<file path="src/hdl/knob_chase_light_engine_defines.svh">
// Assertion macros shared by the knob chase light engine modules.
`ifndef KNOB_CHASE_LIGHT_ENGINE_DEFINES_SVH
`define KNOB_CHASE_LIGHT_ENGINE_DEFINES_SVH

// Condition that must hold at every clock edge out of reset.
`define KCLE_ASSERT_HOLDS(lbl, expr, msg) \
    lbl: assert property (@(posedge i_clk) disable iff (!i_rst_n) (expr)) else $error(msg);

// Same-cycle implication.
`define KCLE_ASSERT_IMP(lbl, ante, cons, msg) \
    lbl: assert property (@(posedge i_clk) disable iff (!i_rst_n) (ante) |-> (cons)) \
        else $error(msg);

// Next-cycle implication.
`define KCLE_ASSERT_NEXT(lbl, ante, cons, msg) \
    lbl: assert property (@(posedge i_clk) disable iff (!i_rst_n) (ante) |=> (cons)) \
        else $error(msg);

`endif

</file>
<file path="src/hdl/kcle_pkg.sv">
// Types, constants and the LED position table of the knob chase light engine.
`default_nettype none

package kcle_pkg;

    // Configuration port geometry
    localparam int unsigned CFG_IDX_W  = 3;
    localparam int unsigned CFG_DATA_W = 16;

    // Spot geometry
    localparam int unsigned TABLE_SIZE  = 18;
    localparam int unsigned POS_RING    = 512;
    localparam int unsigned FULL_BRIGHT = 16;
    localparam int unsigned MOVE_STEP   = 16;
    localparam int unsigned DEAD_ZONE   = 6;

    // Colour weights of the left and right spot
    localparam logic [7:0] RED_WL   = 8'd70;
    localparam logic [7:0] RED_WR   = 8'd250;
    localparam logic [7:0] GREEN_WL = 8'd230;
    localparam logic [7:0] GREEN_WR = 8'd60;
    localparam logic [7:0] BLUE_WL  = 8'd250;
    localparam logic [7:0] BLUE_WR  = 8'd200;

    // Register reset values
    localparam logic [15:0] RST_STEP_PER_PULSE  = 16'd109;
    localparam logic [14:0] RST_COUNTER_LIMIT   = 15'd6554;
    localparam logic [14:0] RST_MOVE_THRESHOLD  = 15'd3277;
    localparam logic [14:0] RST_DECAY_STEP      = 15'd197;
    localparam logic [1:0]  RST_KNOB_REVERSE    = 2'd0;
    localparam logic [9:0]  RST_LEFT_START_POS  = 10'd416;
    localparam logic [9:0]  RST_RIGHT_START_POS = 10'd96;

    typedef enum logic [CFG_IDX_W-1:0] {
        CFG_STEP_PER_PULSE  = 3'd0,
        CFG_COUNTER_LIMIT   = 3'd1,
        CFG_MOVE_THRESHOLD  = 3'd2,
        CFG_DECAY_STEP      = 3'd3,
        CFG_KNOB_REVERSE    = 3'd4,
        CFG_LEFT_START_POS  = 3'd5,
        CFG_RIGHT_START_POS = 3'd6
    } t_cfg_idx;

    typedef struct packed {
        logic [15:0] step_per_pulse;
        logic [14:0] counter_limit;
        logic [14:0] move_threshold;
        logic [14:0] decay_step;
        logic [1:0]  knob_reverse;
        logic [9:0]  left_start_pos;
        logic [9:0]  right_start_pos;
    } t_cfg;

    typedef enum logic [2:0] {
        S_IDLE,
        S_DIFF,
        S_MUL,
        S_UPD,
        S_LED
    } t_state;

    // Controller to datapath
    typedef struct packed {
        logic       ld_in;
        logic       knob;
        logic       do_diff;
        logic       do_mul;
        logic       do_upd;
        logic       led_issue;
        logic [4:0] led_index;
        logic [4:0] tab_idx;
        logic       led_last;
    } t_cmd;

    // Datapath to controller
    typedef struct packed {
        logic issue_ok;
    } t_sts;

    // LED base positions in 1/32 units
    function automatic logic [9:0] led_base(input logic [4:0] idx);
        logic [9:0] pos;
        case (idx)
            5'd0:    pos = 10'd128;
            5'd1:    pos = 10'd149;
            5'd2:    pos = 10'd171;
            5'd3:    pos = 10'd192;
            5'd4:    pos = 10'd96;
            5'd5:    pos = 10'd64;
            5'd6:    pos = 10'd64;
            5'd7:    pos = 10'd64;
            5'd8:    pos = 10'd448;
            5'd9:    pos = 10'd448;
            5'd10:   pos = 10'd448;
            5'd11:   pos = 10'd416;
            5'd12:   pos = 10'd384;
            5'd13:   pos = 10'd363;
            5'd14:   pos = 10'd341;
            5'd15:   pos = 10'd320;
            5'd16:   pos = 10'd256;
            5'd17:   pos = 10'd256;
            default: pos = 10'd0;
        endcase
        return pos;
    endfunction

endpackage

`default_nettype wire

</file>
<file path="src/hdl/kcle_if.sv">
// Handshake channels of the knob chase light engine: tick input, LED output, register writes.
`default_nettype none

interface kcle_in_if;
    logic        valid;
    logic        ready;
    logic [31:0] left_count;
    logic [31:0] right_count;

    modport source (output valid, output left_count, output right_count, input ready);
    modport sink (input valid, input left_count, input right_count, output ready);
endinterface

interface kcle_out_if;
    logic       valid;
    logic       ready;
    logic [4:0] led_index;
    logic [7:0] red;
    logic [7:0] green;
    logic [7:0] blue;
    logic       last;

    modport source (output valid, output led_index, output red, output green, output blue,
                    output last, input ready);
    modport sink (input valid, input led_index, input red, input green, input blue,
                  input last, output ready);
endinterface

interface kcle_cfg_if;
    logic                             valid;
    logic                             ready;
    logic [kcle_pkg::CFG_IDX_W-1:0]   index;
    logic [kcle_pkg::CFG_DATA_W-1:0]  data;

    modport source (output valid, output index, output data, input ready);
    modport sink (input valid, input index, input data, output ready);
endinterface

`default_nettype wire

</file>
<file path="src/hdl/knob_chase_light_engine.sv">
// Top level of the knob chase light engine.
// Each input item carries the raw counts of the left and right knob encoders and yields
// LED_COUNT result items, one colour per LED in index order, last set on the final one.
// The controller first runs the knob update through a shared subtract, multiply and
// clamp/update step, one knob after the other, then issues one LED per cycle, while the
// output is not stalled, into a two-stage strength and colour pipe; the next item is
// accepted as soon as the last LED has been issued, while the pipe drains.
// Output stalls hold the pipe and the LED issue. Registers are written through the
// configuration channel, which is always ready; write them only while no item is in flight.
`default_nettype none

module knob_chase_light_engine #(
    parameter int unsigned LED_COUNT = 18
) (
    input  wire          i_clk,
    input  wire          i_rst_n,
    kcle_in_if.sink      i_in,
    kcle_out_if.source   o_out,
    kcle_cfg_if.sink     i_cfg
);

    kcle_pkg::t_cfg cfg;
    kcle_pkg::t_cmd cmd;
    kcle_pkg::t_sts sts;
    logic           in_ready;

    assign i_in.ready = in_ready;

    // Registers
    kcle_cfg u_cfg (
        .i_clk   (i_clk),
        .i_rst_n (i_rst_n),
        .i_cfg   (i_cfg),
        .o_cfg   (cfg)
    );

    // Sequencer
    kcle_ctrl #(
        .LED_COUNT (LED_COUNT)
    ) u_ctrl (
        .i_clk      (i_clk),
        .i_rst_n    (i_rst_n),
        .i_in_valid (i_in.valid),
        .o_in_ready (in_ready),
        .i_sts      (sts),
        .o_cmd      (cmd)
    );

    // Datapath
    kcle_dp u_dp (
        .i_clk   (i_clk),
        .i_rst_n (i_rst_n),
        .i_in    (i_in),
        .o_out   (o_out),
        .i_cfg   (cfg),
        .i_cmd   (cmd),
        .o_sts   (sts)
    );

endmodule

`default_nettype wire

</file>
<file path="src/hdl/kcle_cfg.sv">
// Configuration register file of the knob chase light engine.
`default_nettype none

module kcle_cfg (
    input  wire              i_clk,
    input  wire              i_rst_n,
    kcle_cfg_if.sink         i_cfg,
    output kcle_pkg::t_cfg   o_cfg
);

    kcle_pkg::t_cfg r_cfg;

    // Always take writes
    assign i_cfg.ready = 1'b1;
    assign o_cfg       = r_cfg;

    // Load the addressed register, drop unknown indexes
    always_ff @(posedge i_clk) begin
        if (!i_rst_n) begin
            r_cfg.step_per_pulse  <= kcle_pkg::RST_STEP_PER_PULSE;
            r_cfg.counter_limit   <= kcle_pkg::RST_COUNTER_LIMIT;
            r_cfg.move_threshold  <= kcle_pkg::RST_MOVE_THRESHOLD;
            r_cfg.decay_step      <= kcle_pkg::RST_DECAY_STEP;
            r_cfg.knob_reverse    <= kcle_pkg::RST_KNOB_REVERSE;
            r_cfg.left_start_pos  <= kcle_pkg::RST_LEFT_START_POS;
            r_cfg.right_start_pos <= kcle_pkg::RST_RIGHT_START_POS;
        end else if (i_cfg.valid) begin
            case (i_cfg.index)
                kcle_pkg::CFG_STEP_PER_PULSE:  r_cfg.step_per_pulse  <= i_cfg.data[15:0];
                kcle_pkg::CFG_COUNTER_LIMIT:   r_cfg.counter_limit   <= i_cfg.data[14:0];
                kcle_pkg::CFG_MOVE_THRESHOLD:  r_cfg.move_threshold  <= i_cfg.data[14:0];
                kcle_pkg::CFG_DECAY_STEP:      r_cfg.decay_step      <= i_cfg.data[14:0];
                kcle_pkg::CFG_KNOB_REVERSE:    r_cfg.knob_reverse    <= i_cfg.data[1:0];
                kcle_pkg::CFG_LEFT_START_POS:  r_cfg.left_start_pos  <= i_cfg.data[9:0];
                kcle_pkg::CFG_RIGHT_START_POS: r_cfg.right_start_pos <= i_cfg.data[9:0];
                default: ;
            endcase
        end
    end

endmodule

`default_nettype wire

</file>
<file path="src/hdl/kcle_ctrl.sv">
// Sequencer of the knob chase light engine: knob updates, then one LED per unstalled cycle.
`default_nettype none

`include "knob_chase_light_engine_defines.svh"

module kcle_ctrl #(
    parameter int unsigned LED_COUNT = 18
) (
    input  wire              i_clk,
    input  wire              i_rst_n,
    input  wire              i_in_valid,
    output logic             o_in_ready,
    input  kcle_pkg::t_sts   i_sts,
    output kcle_pkg::t_cmd   o_cmd
);

    localparam int unsigned IDX_W = (LED_COUNT > 1) ? $clog2(LED_COUNT) : 1;
    localparam logic [IDX_W-1:0] LAST_IDX = IDX_W'(LED_COUNT - 1);
    localparam logic [4:0] TAB_LAST = 5'(kcle_pkg::TABLE_SIZE - 1);

    kcle_pkg::t_state r_state, n_state;
    logic             r_knob, n_knob;
    logic [IDX_W-1:0] r_led_cnt, n_led_cnt;
    logic [4:0]       r_tab_idx, n_tab_idx;
    kcle_pkg::t_cmd   cmd;

    assign o_cmd = cmd;

    // State and counters
    always_ff @(posedge i_clk) begin
        if (!i_rst_n) begin
            r_state   <= kcle_pkg::S_IDLE;
            r_knob    <= 1'b0;
            r_led_cnt <= '0;
            r_tab_idx <= '0;
        end else begin
            r_state   <= n_state;
            r_knob    <= n_knob;
            r_led_cnt <= n_led_cnt;
            r_tab_idx <= n_tab_idx;
        end
    end

    // Next state and datapath commands
    always_comb begin
        n_state       = r_state;
        n_knob        = r_knob;
        n_led_cnt     = r_led_cnt;
        n_tab_idx     = r_tab_idx;
        o_in_ready    = 1'b0;
        cmd           = '0;
        cmd.knob      = r_knob;
        cmd.led_index = 5'(r_led_cnt);
        cmd.tab_idx   = r_tab_idx;
        cmd.led_last  = (r_led_cnt == LAST_IDX);
        case (r_state)
            kcle_pkg::S_IDLE: begin
                o_in_ready = 1'b1;
                if (i_in_valid) begin
                    cmd.ld_in = 1'b1;
                    n_state   = kcle_pkg::S_DIFF;
                end
            end
            kcle_pkg::S_DIFF: begin
                cmd.do_diff = 1'b1;
                n_state     = kcle_pkg::S_MUL;
            end
            kcle_pkg::S_MUL: begin
                cmd.do_mul = 1'b1;
                n_state    = kcle_pkg::S_UPD;
            end
            kcle_pkg::S_UPD: begin
                cmd.do_upd = 1'b1;
                n_knob     = ~r_knob;
                if (r_knob) begin
                    n_state   = kcle_pkg::S_LED;
                    n_led_cnt = '0;
                    n_tab_idx = '0;
                end else begin
                    n_state = kcle_pkg::S_DIFF;
                end
            end
            kcle_pkg::S_LED: begin
                if (i_sts.issue_ok) begin
                    cmd.led_issue = 1'b1;
                    n_tab_idx     = (r_tab_idx == TAB_LAST) ? 5'd0 : r_tab_idx + 5'd1;
                    if (r_led_cnt == LAST_IDX) begin
                        n_led_cnt = '0;
                        n_state   = kcle_pkg::S_IDLE;
                    end else begin
                        n_led_cnt = r_led_cnt + IDX_W'(1);
                    end
                end
            end
            default: begin
                n_state = kcle_pkg::S_IDLE;
            end
        endcase
    end

    `KCLE_ASSERT_HOLDS(a_tab_range, r_tab_idx <= TAB_LAST, "LED table index out of range")
    `KCLE_ASSERT_NEXT(a_last_to_idle, cmd.led_issue && cmd.led_last, r_state == kcle_pkg::S_IDLE, "last LED issue did not return to idle")
    `KCLE_ASSERT_IMP(a_idle_clean, r_state == kcle_pkg::S_IDLE, (r_led_cnt == '0) && !r_knob, "idle with stale LED count or knob select")

endmodule

`default_nettype wire

</file>
<file path="src/hdl/kcle_dp.sv">
// Datapath of the knob chase light engine: knob state update and the two-stage LED colour pipe.
`default_nettype none

`include "knob_chase_light_engine_defines.svh"

module kcle_dp (
    input  wire              i_clk,
    input  wire              i_rst_n,
    kcle_in_if.sink          i_in,
    kcle_out_if.source       o_out,
    input  kcle_pkg::t_cfg   i_cfg,
    input  kcle_pkg::t_cmd   i_cmd,
    output kcle_pkg::t_sts   o_sts
);

    localparam logic signed [32:0] DELTA_MAX = 33'sd65536;
    localparam logic signed [11:0] RING      = 12'(kcle_pkg::POS_RING);
    localparam logic signed [11:0] STEP      = 12'(kcle_pkg::MOVE_STEP);
    localparam logic signed [16:0] DZ        = 17'(kcle_pkg::DEAD_ZONE);
    localparam logic [4:0]         FULL      = 5'(kcle_pkg::FULL_BRIGHT);

    // Knob state
    logic [31:0]        r_prev [2];
    logic signed [15:0] r_cnt  [2];
    logic [9:0]         r_pos  [2];
    logic [4:0]         r_bri  [2];

    // Per-tick working registers
    logic [31:0]        r_now [2];
    logic signed [17:0] r_delta, n_delta;
    logic signed [34:0] r_prod, n_prod;

    // LED pipe
    logic        r_a_vld;
    logic [11:0] r_sl, r_sr;
    logic [4:0]  r_a_idx;
    logic        r_a_last;
    logic        r_o_vld;
    logic [4:0]  r_o_idx;
    logic [7:0]  r_red, r_green, r_blue;
    logic        r_o_last;
    logic        o_adv;

    // Combinational knob update
    logic               k;
    logic [31:0]        w_diff;
    logic signed [32:0] w_sd, w_dsel;
    logic signed [16:0] w_step;
    logic signed [35:0] w_acc, w_lim, w_clamp;
    logic signed [16:0] w_c, w_thr, w_dec, w_cdec;
    logic [4:0]         w_bri_dec, n_bri;
    logic signed [11:0] w_p0, w_start, w_pb, w_p, n_pos;
    logic [9:0]         w_base;
    logic [11:0]        n_sl, n_sr;

    function automatic logic [11:0] spot_str(input logic [9:0] pos, input logic [4:0] bri,
                                             input logic [9:0] base);
        logic signed [10:0] d;
        logic [10:0]        ad;
        logic [6:0]         dc;
        d  = $signed({1'b0, pos}) - $signed({1'b0, base});
        ad = d[10] ? 11'(-d) : 11'(d);
        dc = (ad > 11'd64) ? 7'd64 : ad[6:0];
        return 12'(7'd64 - dc) * 12'(bri);
    endfunction

    function automatic logic [7:0] chan(input logic [11:0] sl, input logic [11:0] sr,
                                        input logic [7:0] wl, input logic [7:0] wr);
        logic [20:0] sum;
        logic [10:0] v;
        sum = 21'(sl) * 21'(wl) + 21'(sr) * 21'(wr);
        v   = sum[20:10];
        return (v > 11'd255) ? 8'd255 : v[7:0];
    endfunction

    assign k = i_cmd.knob;

    // Count change, reversed if asked, bounded so the product still saturates alike
    always_comb begin
        w_diff = r_now[k] - r_prev[k];
        w_sd   = $signed({w_diff[31], w_diff});
        w_dsel = i_cfg.knob_reverse[k] ? -w_sd : w_sd;
        if (w_dsel > DELTA_MAX) begin
            n_delta = 18'(DELTA_MAX);
        end else if (w_dsel < -DELTA_MAX) begin
            n_delta = 18'(-DELTA_MAX);
        end else begin
            n_delta = w_dsel[17:0];
        end
    end

    // Scale by the per-pulse step
    assign w_step = $signed({1'b0, i_cfg.step_per_pulse});
    assign n_prod = 35'(r_delta) * 35'(w_step);

    // Accumulate, clamp, move or fade the spot, then decay
    always_comb begin
        w_acc   = 36'(r_cnt[k]) + 36'(r_prod);
        w_lim   = $signed({21'd0, i_cfg.counter_limit});
        if (w_acc < -w_lim) begin
            w_clamp = -w_lim;
        end else if (w_acc > w_lim) begin
            w_clamp = w_lim;
        end else begin
            w_clamp = w_acc;
        end
        w_c   = w_clamp[16:0];
        w_thr = $signed({2'b0, i_cfg.move_threshold});
        w_dec = $signed({2'b0, i_cfg.decay_step});

        w_p0      = $signed({2'b0, r_pos[k]});
        w_start   = k ? $signed({2'b0, i_cfg.right_start_pos})
                      : $signed({2'b0, i_cfg.left_start_pos});
        w_bri_dec = (r_bri[k] == 5'd0) ? 5'd0 : r_bri[k] - 5'd1;
        if (w_bri_dec > FULL) begin
            w_bri_dec = FULL;
        end
        w_pb = w_p0;
        if (w_c < -w_thr) begin
            w_p   = w_p0 + STEP;
            n_bri = FULL;
        end else if (w_c > w_thr) begin
            w_p   = w_p0 - STEP;
            n_bri = FULL;
        end else begin
            n_bri = w_bri_dec;
            w_pb  = (w_bri_dec == 5'd0) ? w_start : w_p0;
            if (w_c < -DZ) begin
                w_p = w_pb + $signed({7'd0, w_bri_dec});
            end else if (w_c > DZ) begin
                w_p = w_pb - $signed({7'd0, w_bri_dec});
            end else begin
                w_p = w_pb;
            end
        end
        if (w_p < 12'sd0) begin
            n_pos = w_p + RING;
        end else if (w_p > RING) begin
            n_pos = w_p - RING;
        end else begin
            n_pos = w_p;
        end

        if (w_c < -w_dec) begin
            w_cdec = w_c + w_dec;
        end else if (w_c > w_dec) begin
            w_cdec = w_c - w_dec;
        end else begin
            w_cdec = w_c;
        end
    end

    // Strengths of both spots at the issued LED
    assign w_base = kcle_pkg::led_base(i_cmd.tab_idx);
    assign n_sl   = spot_str(r_pos[0], r_bri[0], w_base);
    assign n_sr   = spot_str(r_pos[1], r_bri[1], w_base);

    // Pipe advance and status
    assign o_adv          = !r_o_vld || o_out.ready;
    assign o_sts.issue_ok = !r_a_vld || o_adv;

    // Knob state and pipe valids
    always_ff @(posedge i_clk) begin
        if (!i_rst_n) begin
            r_prev[0] <= '0;
            r_prev[1] <= '0;
            r_cnt[0]  <= '0;
            r_cnt[1]  <= '0;
            r_pos[0]  <= '0;
            r_pos[1]  <= '0;
            r_bri[0]  <= '0;
            r_bri[1]  <= '0;
            r_a_vld   <= 1'b0;
            r_o_vld   <= 1'b0;
        end else begin
            if (i_cmd.do_diff) begin
                r_prev[k] <= r_now[k];
            end
            if (i_cmd.do_upd) begin
                r_cnt[k] <= w_cdec[15:0];
                r_pos[k] <= n_pos[9:0];
                r_bri[k] <= n_bri;
            end
            if (i_cmd.led_issue) begin
                r_a_vld <= 1'b1;
            end else if (o_adv) begin
                r_a_vld <= 1'b0;
            end
            if (o_adv) begin
                r_o_vld <= r_a_vld;
            end
        end
    end

    // Payload registers
    always_ff @(posedge i_clk) begin
        if (i_cmd.ld_in) begin
            r_now[0] <= i_in.left_count;
            r_now[1] <= i_in.right_count;
        end
        if (i_cmd.do_diff) begin
            r_delta <= n_delta;
        end
        if (i_cmd.do_mul) begin
            r_prod <= n_prod;
        end
        if (i_cmd.led_issue) begin
            r_sl     <= n_sl;
            r_sr     <= n_sr;
            r_a_idx  <= i_cmd.led_index;
            r_a_last <= i_cmd.led_last;
        end
        if (o_adv && r_a_vld) begin
            r_o_idx  <= r_a_idx;
            r_o_last <= r_a_last;
            r_red    <= chan(r_sl, r_sr, kcle_pkg::RED_WL, kcle_pkg::RED_WR);
            r_green  <= chan(r_sl, r_sr, kcle_pkg::GREEN_WL, kcle_pkg::GREEN_WR);
            r_blue   <= chan(r_sl, r_sr, kcle_pkg::BLUE_WL, kcle_pkg::BLUE_WR);
        end
    end

    assign o_out.valid     = r_o_vld;
    assign o_out.led_index = r_o_idx;
    assign o_out.red       = r_red;
    assign o_out.green     = r_green;
    assign o_out.blue      = r_blue;
    assign o_out.last      = r_o_last;

    `KCLE_ASSERT_HOLDS(a_bri_full, (r_bri[0] <= FULL) && (r_bri[1] <= FULL), "spot brightness above full")
    `KCLE_ASSERT_HOLDS(a_pos_ring, (r_pos[0] <= 10'd512) && (r_pos[1] <= 10'd512), "spot position off the ring")
    `KCLE_ASSERT_NEXT(a_pipe_hold, r_a_vld && r_o_vld && !o_out.ready, r_a_vld, "LED strengths lost while output stalled")

endmodule

`default_nettype wire

</file>
<file path="src/flat_wrapper.sv">
// flat-port wrapper written by rule: the top's interface ports become plain ports
module knob_chase_light_engine_flat 
#(
    parameter int unsigned LED_COUNT = 18
)
  (i_clk, i_rst_n, i_in_valid, i_in_left_count, i_in_right_count, i_in_ready, o_out_valid, o_out_led_index, o_out_red, o_out_green, o_out_blue, o_out_last, o_out_ready, i_cfg_valid, i_cfg_index, i_cfg_data, i_cfg_ready);
  kcle_in_if i_in_i ();
  kcle_out_if o_out_i ();
  kcle_cfg_if i_cfg_i ();
  input  wire i_clk;
  input  wire i_rst_n;
  input wire logic [$bits(i_in_i.valid)-1:0] i_in_valid;
  input wire logic [$bits(i_in_i.left_count)-1:0] i_in_left_count;
  input wire logic [$bits(i_in_i.right_count)-1:0] i_in_right_count;
  output wire logic [$bits(i_in_i.ready)-1:0] i_in_ready;
  output wire logic [$bits(o_out_i.valid)-1:0] o_out_valid;
  output wire logic [$bits(o_out_i.led_index)-1:0] o_out_led_index;
  output wire logic [$bits(o_out_i.red)-1:0] o_out_red;
  output wire logic [$bits(o_out_i.green)-1:0] o_out_green;
  output wire logic [$bits(o_out_i.blue)-1:0] o_out_blue;
  output wire logic [$bits(o_out_i.last)-1:0] o_out_last;
  input wire logic [$bits(o_out_i.ready)-1:0] o_out_ready;
  input wire logic [$bits(i_cfg_i.valid)-1:0] i_cfg_valid;
  input wire logic [$bits(i_cfg_i.index)-1:0] i_cfg_index;
  input wire logic [$bits(i_cfg_i.data)-1:0] i_cfg_data;
  output wire logic [$bits(i_cfg_i.ready)-1:0] i_cfg_ready;
  assign i_in_i.valid = i_in_valid;
  assign i_in_i.left_count = i_in_left_count;
  assign i_in_i.right_count = i_in_right_count;
  assign i_in_ready = i_in_i.ready;
  assign o_out_valid = o_out_i.valid;
  assign o_out_led_index = o_out_i.led_index;
  assign o_out_red = o_out_i.red;
  assign o_out_green = o_out_i.green;
  assign o_out_blue = o_out_i.blue;
  assign o_out_last = o_out_i.last;
  assign o_out_i.ready = o_out_ready;
  assign i_cfg_i.valid = i_cfg_valid;
  assign i_cfg_i.index = i_cfg_index;
  assign i_cfg_i.data = i_cfg_data;
  assign i_cfg_ready = i_cfg_i.ready;
  knob_chase_light_engine #(.LED_COUNT(LED_COUNT)) u_core (.i_clk(i_clk), .i_rst_n(i_rst_n), .i_in(i_in_i), .o_out(o_out_i), .i_cfg(i_cfg_i));
endmodule
</file>
<file path="config.mk">
export PLATFORM = sky130hd
export DESIGN_NAME = knob_chase_light_engine_flat
export DESIGN_NICKNAME = d
export VERILOG_FILES = /design/src/hdl/kcle_pkg.sv /design/src/hdl/kcle_if.sv /design/src/hdl/knob_chase_light_engine.sv /design/src/hdl/kcle_cfg.sv /design/src/hdl/kcle_ctrl.sv /design/src/hdl/kcle_dp.sv /design/src/flat_wrapper.sv
export VERILOG_INCLUDE_DIRS = /design/src /design/src/hdl
export SDC_FILE = /design/constraint.sdc
export NUM_CORES = 2
export LEC_CHECK = 0
export BUFFER_PORTS_ARGS = -buffer_cell sky130_fd_sc_hd__buf_2
export CAP_MARGIN = 5
export CORE_MARGIN = 4
export CORE_UTILIZATION = 30
export CTS_CLUSTER_DIAMETER = 40
export DETAILED_ROUTE_END_ITERATION = 10
export GPL_TIMING_DRIVEN = 0
export PLACE_DENSITY = 0.48
export SLEW_MARGIN = 20
export SYNTH_ARGS = -nofsm -noshare
export SYNTH_HDL_FRONTEND = slang
export SYNTH_SLANG_ARGS = --single-unit
export TNS_END_PERCENT = 30
</file>
<file path="constraint.sdc">
create_clock -name i_clk -period 13.3 [get_ports i_clk]
set_clock_uncertainty 0.05 [all_clocks]
set_input_delay 1.33 -clock i_clk [delete_from_list [all_inputs] [get_ports i_clk]]
set_output_delay 1.33 -clock i_clk [all_outputs]
set_load 0.05 [all_outputs]
</file>
==> out/results.ini <==
[status]
outcome = completed

[final_layout]
fin_util = 0.3451
nets = 6810
area_growth_pct = 14.33
final_cell_mix = inv_1 (827), ha_1 (604), nand2_1 (513)
layout_commonest_cell = inv_1
stdcell_count = 7939
drive_gt1_frac = 0.07340

[power_and_ir_drop]
p_leak_nw = 25.11
vdd_ir_drop_max_mv = 0.4123
power_density_nw_per_um2 = 183.8

[grt]
grtUsageTotal = 0.1635
antenna_found_initial = 19
grt_max_degree = 59
grt_pass1_wl_mm = 223.0
grt_pass1_vias = 39410
overflow = 0

[critical_path]
required_ns = 13.78
slowest_stage = buf_1
cp-end-kind = register
cp.arrival_ns = 13.09
max_stage_delay_ns = 0.67
criticalPathCategory = reg2reg
worst_setup_path_start_kind = register
path_max_fanout = 10
cp_common_cell = a21o_1

[place]
placed_cells = 7753
gp_congestion = 0.8744
portBuffers = 119
dp_hpwl_mm = 116.2

[logic_synthesis]
syn-cell-area_um2 = 49810
ys_types = 110
ys.flop_type = edfxtp_1
netlist.top_cell.by_area = fa_1
synth_async_sr_flop_share = 0
avgSynthCellArea_um2 = 9.186
synth_top_area_share = 0.1853
ys_seq_area_frac = 0.2257
synth_area_leaders = fa_1 (19%), edfxtp_1 (18%), ha_1 (15%)
ys_ff_latch = 410
synth_edf_count = 303
synth_cells = 5422
synth_warnings = 0

[clock_network]
h-tree-depth = 3
cts_hold_buf = 0
cts_setup_buffers = 0
cts_tree = done
ctsResizeCount = 11
cts-root-buf = clkbuf_16
insertion_delay_ns = 0.70
clk_path_buf_depth = 3
path_clk_slew_ns = 0.06
cts.sinks = 410
cts_made_buffers = 92

[routing]
drtAntennaViolNets = 0
wl_met1_mm = 64.27
dr.first_iter.drc_count = 2028
met3_length_mm = 5.353
drc_errors = 0
wire_per_inst_um = 17.81
vias_per_cell = 4.811
highest-signal-layer = met4
wl_met2_mm = 66.84
drt-total-wl_mm = 141.4
first_pass_iters = 6
num_vias = 38200

[sta]
finalHoldViolations = 0
worst_pin_slew_ns = 1.062
max_freq_mhz = 79.31
layout_min_cycle_time_ns = 12.61
rsz0062_at_grt = no
setup_viol = 0
relSlewSlack = 0.2920
timing.final.crit_share = 0.9480
slew_viol_final = 0

[die]
rows = 149
die_h_um = 415.5
dieArea_um2 = 172600
initial_core_util = 0.3019
core_um2 = 165000
die_x_um = 415.5
ioPinCount = 121

[hold_path]
hp-class = reg2reg
min-delay-start = u_core.u_dp.r_a_idx[0]$_DFFE_PP_

[flow_run]
max-cap-violations = 0

[cell usage after synthesis, drive strengths merged, types with 8 or more instances]
| master | number |
|---|---|
| nand3 | 103 |
| or4 | 19 |
| a21boi | 69 |
| o31ai | 15 |
| mux2 | 24 |
| a221oi | 11 |
| nand2 | 518 |
| a2111oi | 11 |
| buf | 25 |
| nor3b | 8 |
| ha | 604 |
| nand4 | 34 |
| a31o | 11 |
| xnor2 | 217 |
| and3 | 21 |
| or3 | 25 |
| inv | 829 |
| o2111ai | 9 |
| o21ai | 166 |
| nor4 | 26 |
| nor3 | 90 |
| o211ai | 30 |
| clkbuf | 124 |
| nor2b | 79 |
| nand2b | 39 |
| a21oi | 246 |
| a22oi | 9 |
| o21bai | 73 |
| edfxtp | 303 |
| or2 | 14 |
| a211oi | 40 |
| fa | 461 |
| dfxtp | 107 |
| xor2 | 88 |
| mux2i | 102 |
| a211o | 16 |
| a21o | 105 |
| o21a | 39 |
| a31oi | 33 |
| o22ai | 31 |
| nor2 | 346 |
| and2 | 190 |
[registers in the layout (all words and copies together), names as in the netlist, 7 cells and up, named ones only]
signal and cells:
u_core.u_cfg.o_cfg 83, u_core.u_dp.o_out.blue 8, u_core.u_dp.o_out.green 8, u_core.u_dp.o_out.red 8, u_core.u_dp.r_bri 10, u_core.u_dp.r_cnt 32, u_core.u_dp.r_delta 18, u_core.u_dp.r_now 64
u_core.u_dp.r_pos 20, u_core.u_dp.r_prev 64, u_core.u_dp.r_prod 35, u_core.u_dp.r_sl 12, u_core.u_dp.r_sr 12, u_core.u_dp.w_base 7
[logic make-up (layout without fill, tap and decap cells)]
group	after synthesis	after routing	share of synthesized area
buffers and inverters	980	1288	0.07444
flip-flops	410	410	0.2257
AND/OR/NAND/NOR	1542	1542	0.1482
multiplexers	127	127	0.02638
other	2	22	0.0001508
AO/OA/AOI/OAI	990	990	0.1343
XOR/XNOR	305	305	0.05364
adder cells (fa/ha/maj)	1066	1066	0.3372
[routing by layer]
layer  vias to the layer above  global-route usage
met4                         0             0.05774
met2                       718              0.2758
met1                     18440              0.2139
met3                       198             0.02292
li1                      18840                   -
met5                         -                   0
[per-stage QoR]
step	setup TNS, ns	area (um2)	total power [mW]	worst slack [ns]	hold slack (ns)
after floorplan	0	49830	5.989	2.392	0.3503
after global placement	-138.61	53160	7.882	-3.070	0.3580
after detailed placement	-60.57	53490	7.968	-1.519	0.3545
after CTS	0	56890	10.51	0.01291	0.3682
after global routing	0	56930	11.32	0.05882	0.3803
final	0	56940	10.46	0.6914	0.3688
[path summary, 6_finish.rpt]
| kind | endpoint | slack (ns) | depth (start not counted) |
|---|---|---|---|
| worst min register to register | u_core.u_dp.o_out.led_index[0]$_DFFE_PP_ | 0.37 | 0 |
| worst max-delay path | u_core.u_dp.r_pos[1][9]$_SDFFCE_PN0P_ | 0.69 | 42 |
| worst min-delay path | u_core.u_dp.o_out.led_index[0]$_DFFE_PP_ | 0.37 | 0 |
| worst max register to register | u_core.u_dp.r_pos[1][9]$_SDFFCE_PN0P_ | 0.69 | 42 |
[worst max-delay path, delay by kind of cell (launching register included)]
| family | cells | cell delay [ns] |
|---|---|---|
| DFF | 1 | 0.52 |
| AOI/OAI and AO/OA | 20 | 5.99 |
| buffers and inverters | 6 | 2.55 |
| adders and majority gates | 4 | 1.16 |
| and+or+nand+nor | 10 | 1.50 |
| muxes | 2 | 0.67 |
[final cells by class]
| cell class | count | area [um2] |
|---|---|---|
| Fill cell | 17000 | 108000 |
| Multi-Input combinational cell | 4038 | 35020 |
| Sequential cell | 410 | 11240 |
| Inverter | 831 | 3120 |
| Tap cell | 2189 | 2739 |
| Clock buffer | 109 | 2491 |
| Clock inverter | 64 | 868.3 |
| Timing Repair Buffer | 136 | 833.3 |
| Buffer | 148 | 591.8 |
| Antenna cell | 14 | 35.03 |
[where the power goes]
part,internal [mW],switching [mW]
logic,2.30,4.04
registers,1.62,0.0485
clock network,1.60,0.841
total,5.53,4.93
(Power assumes the default switching activity.)
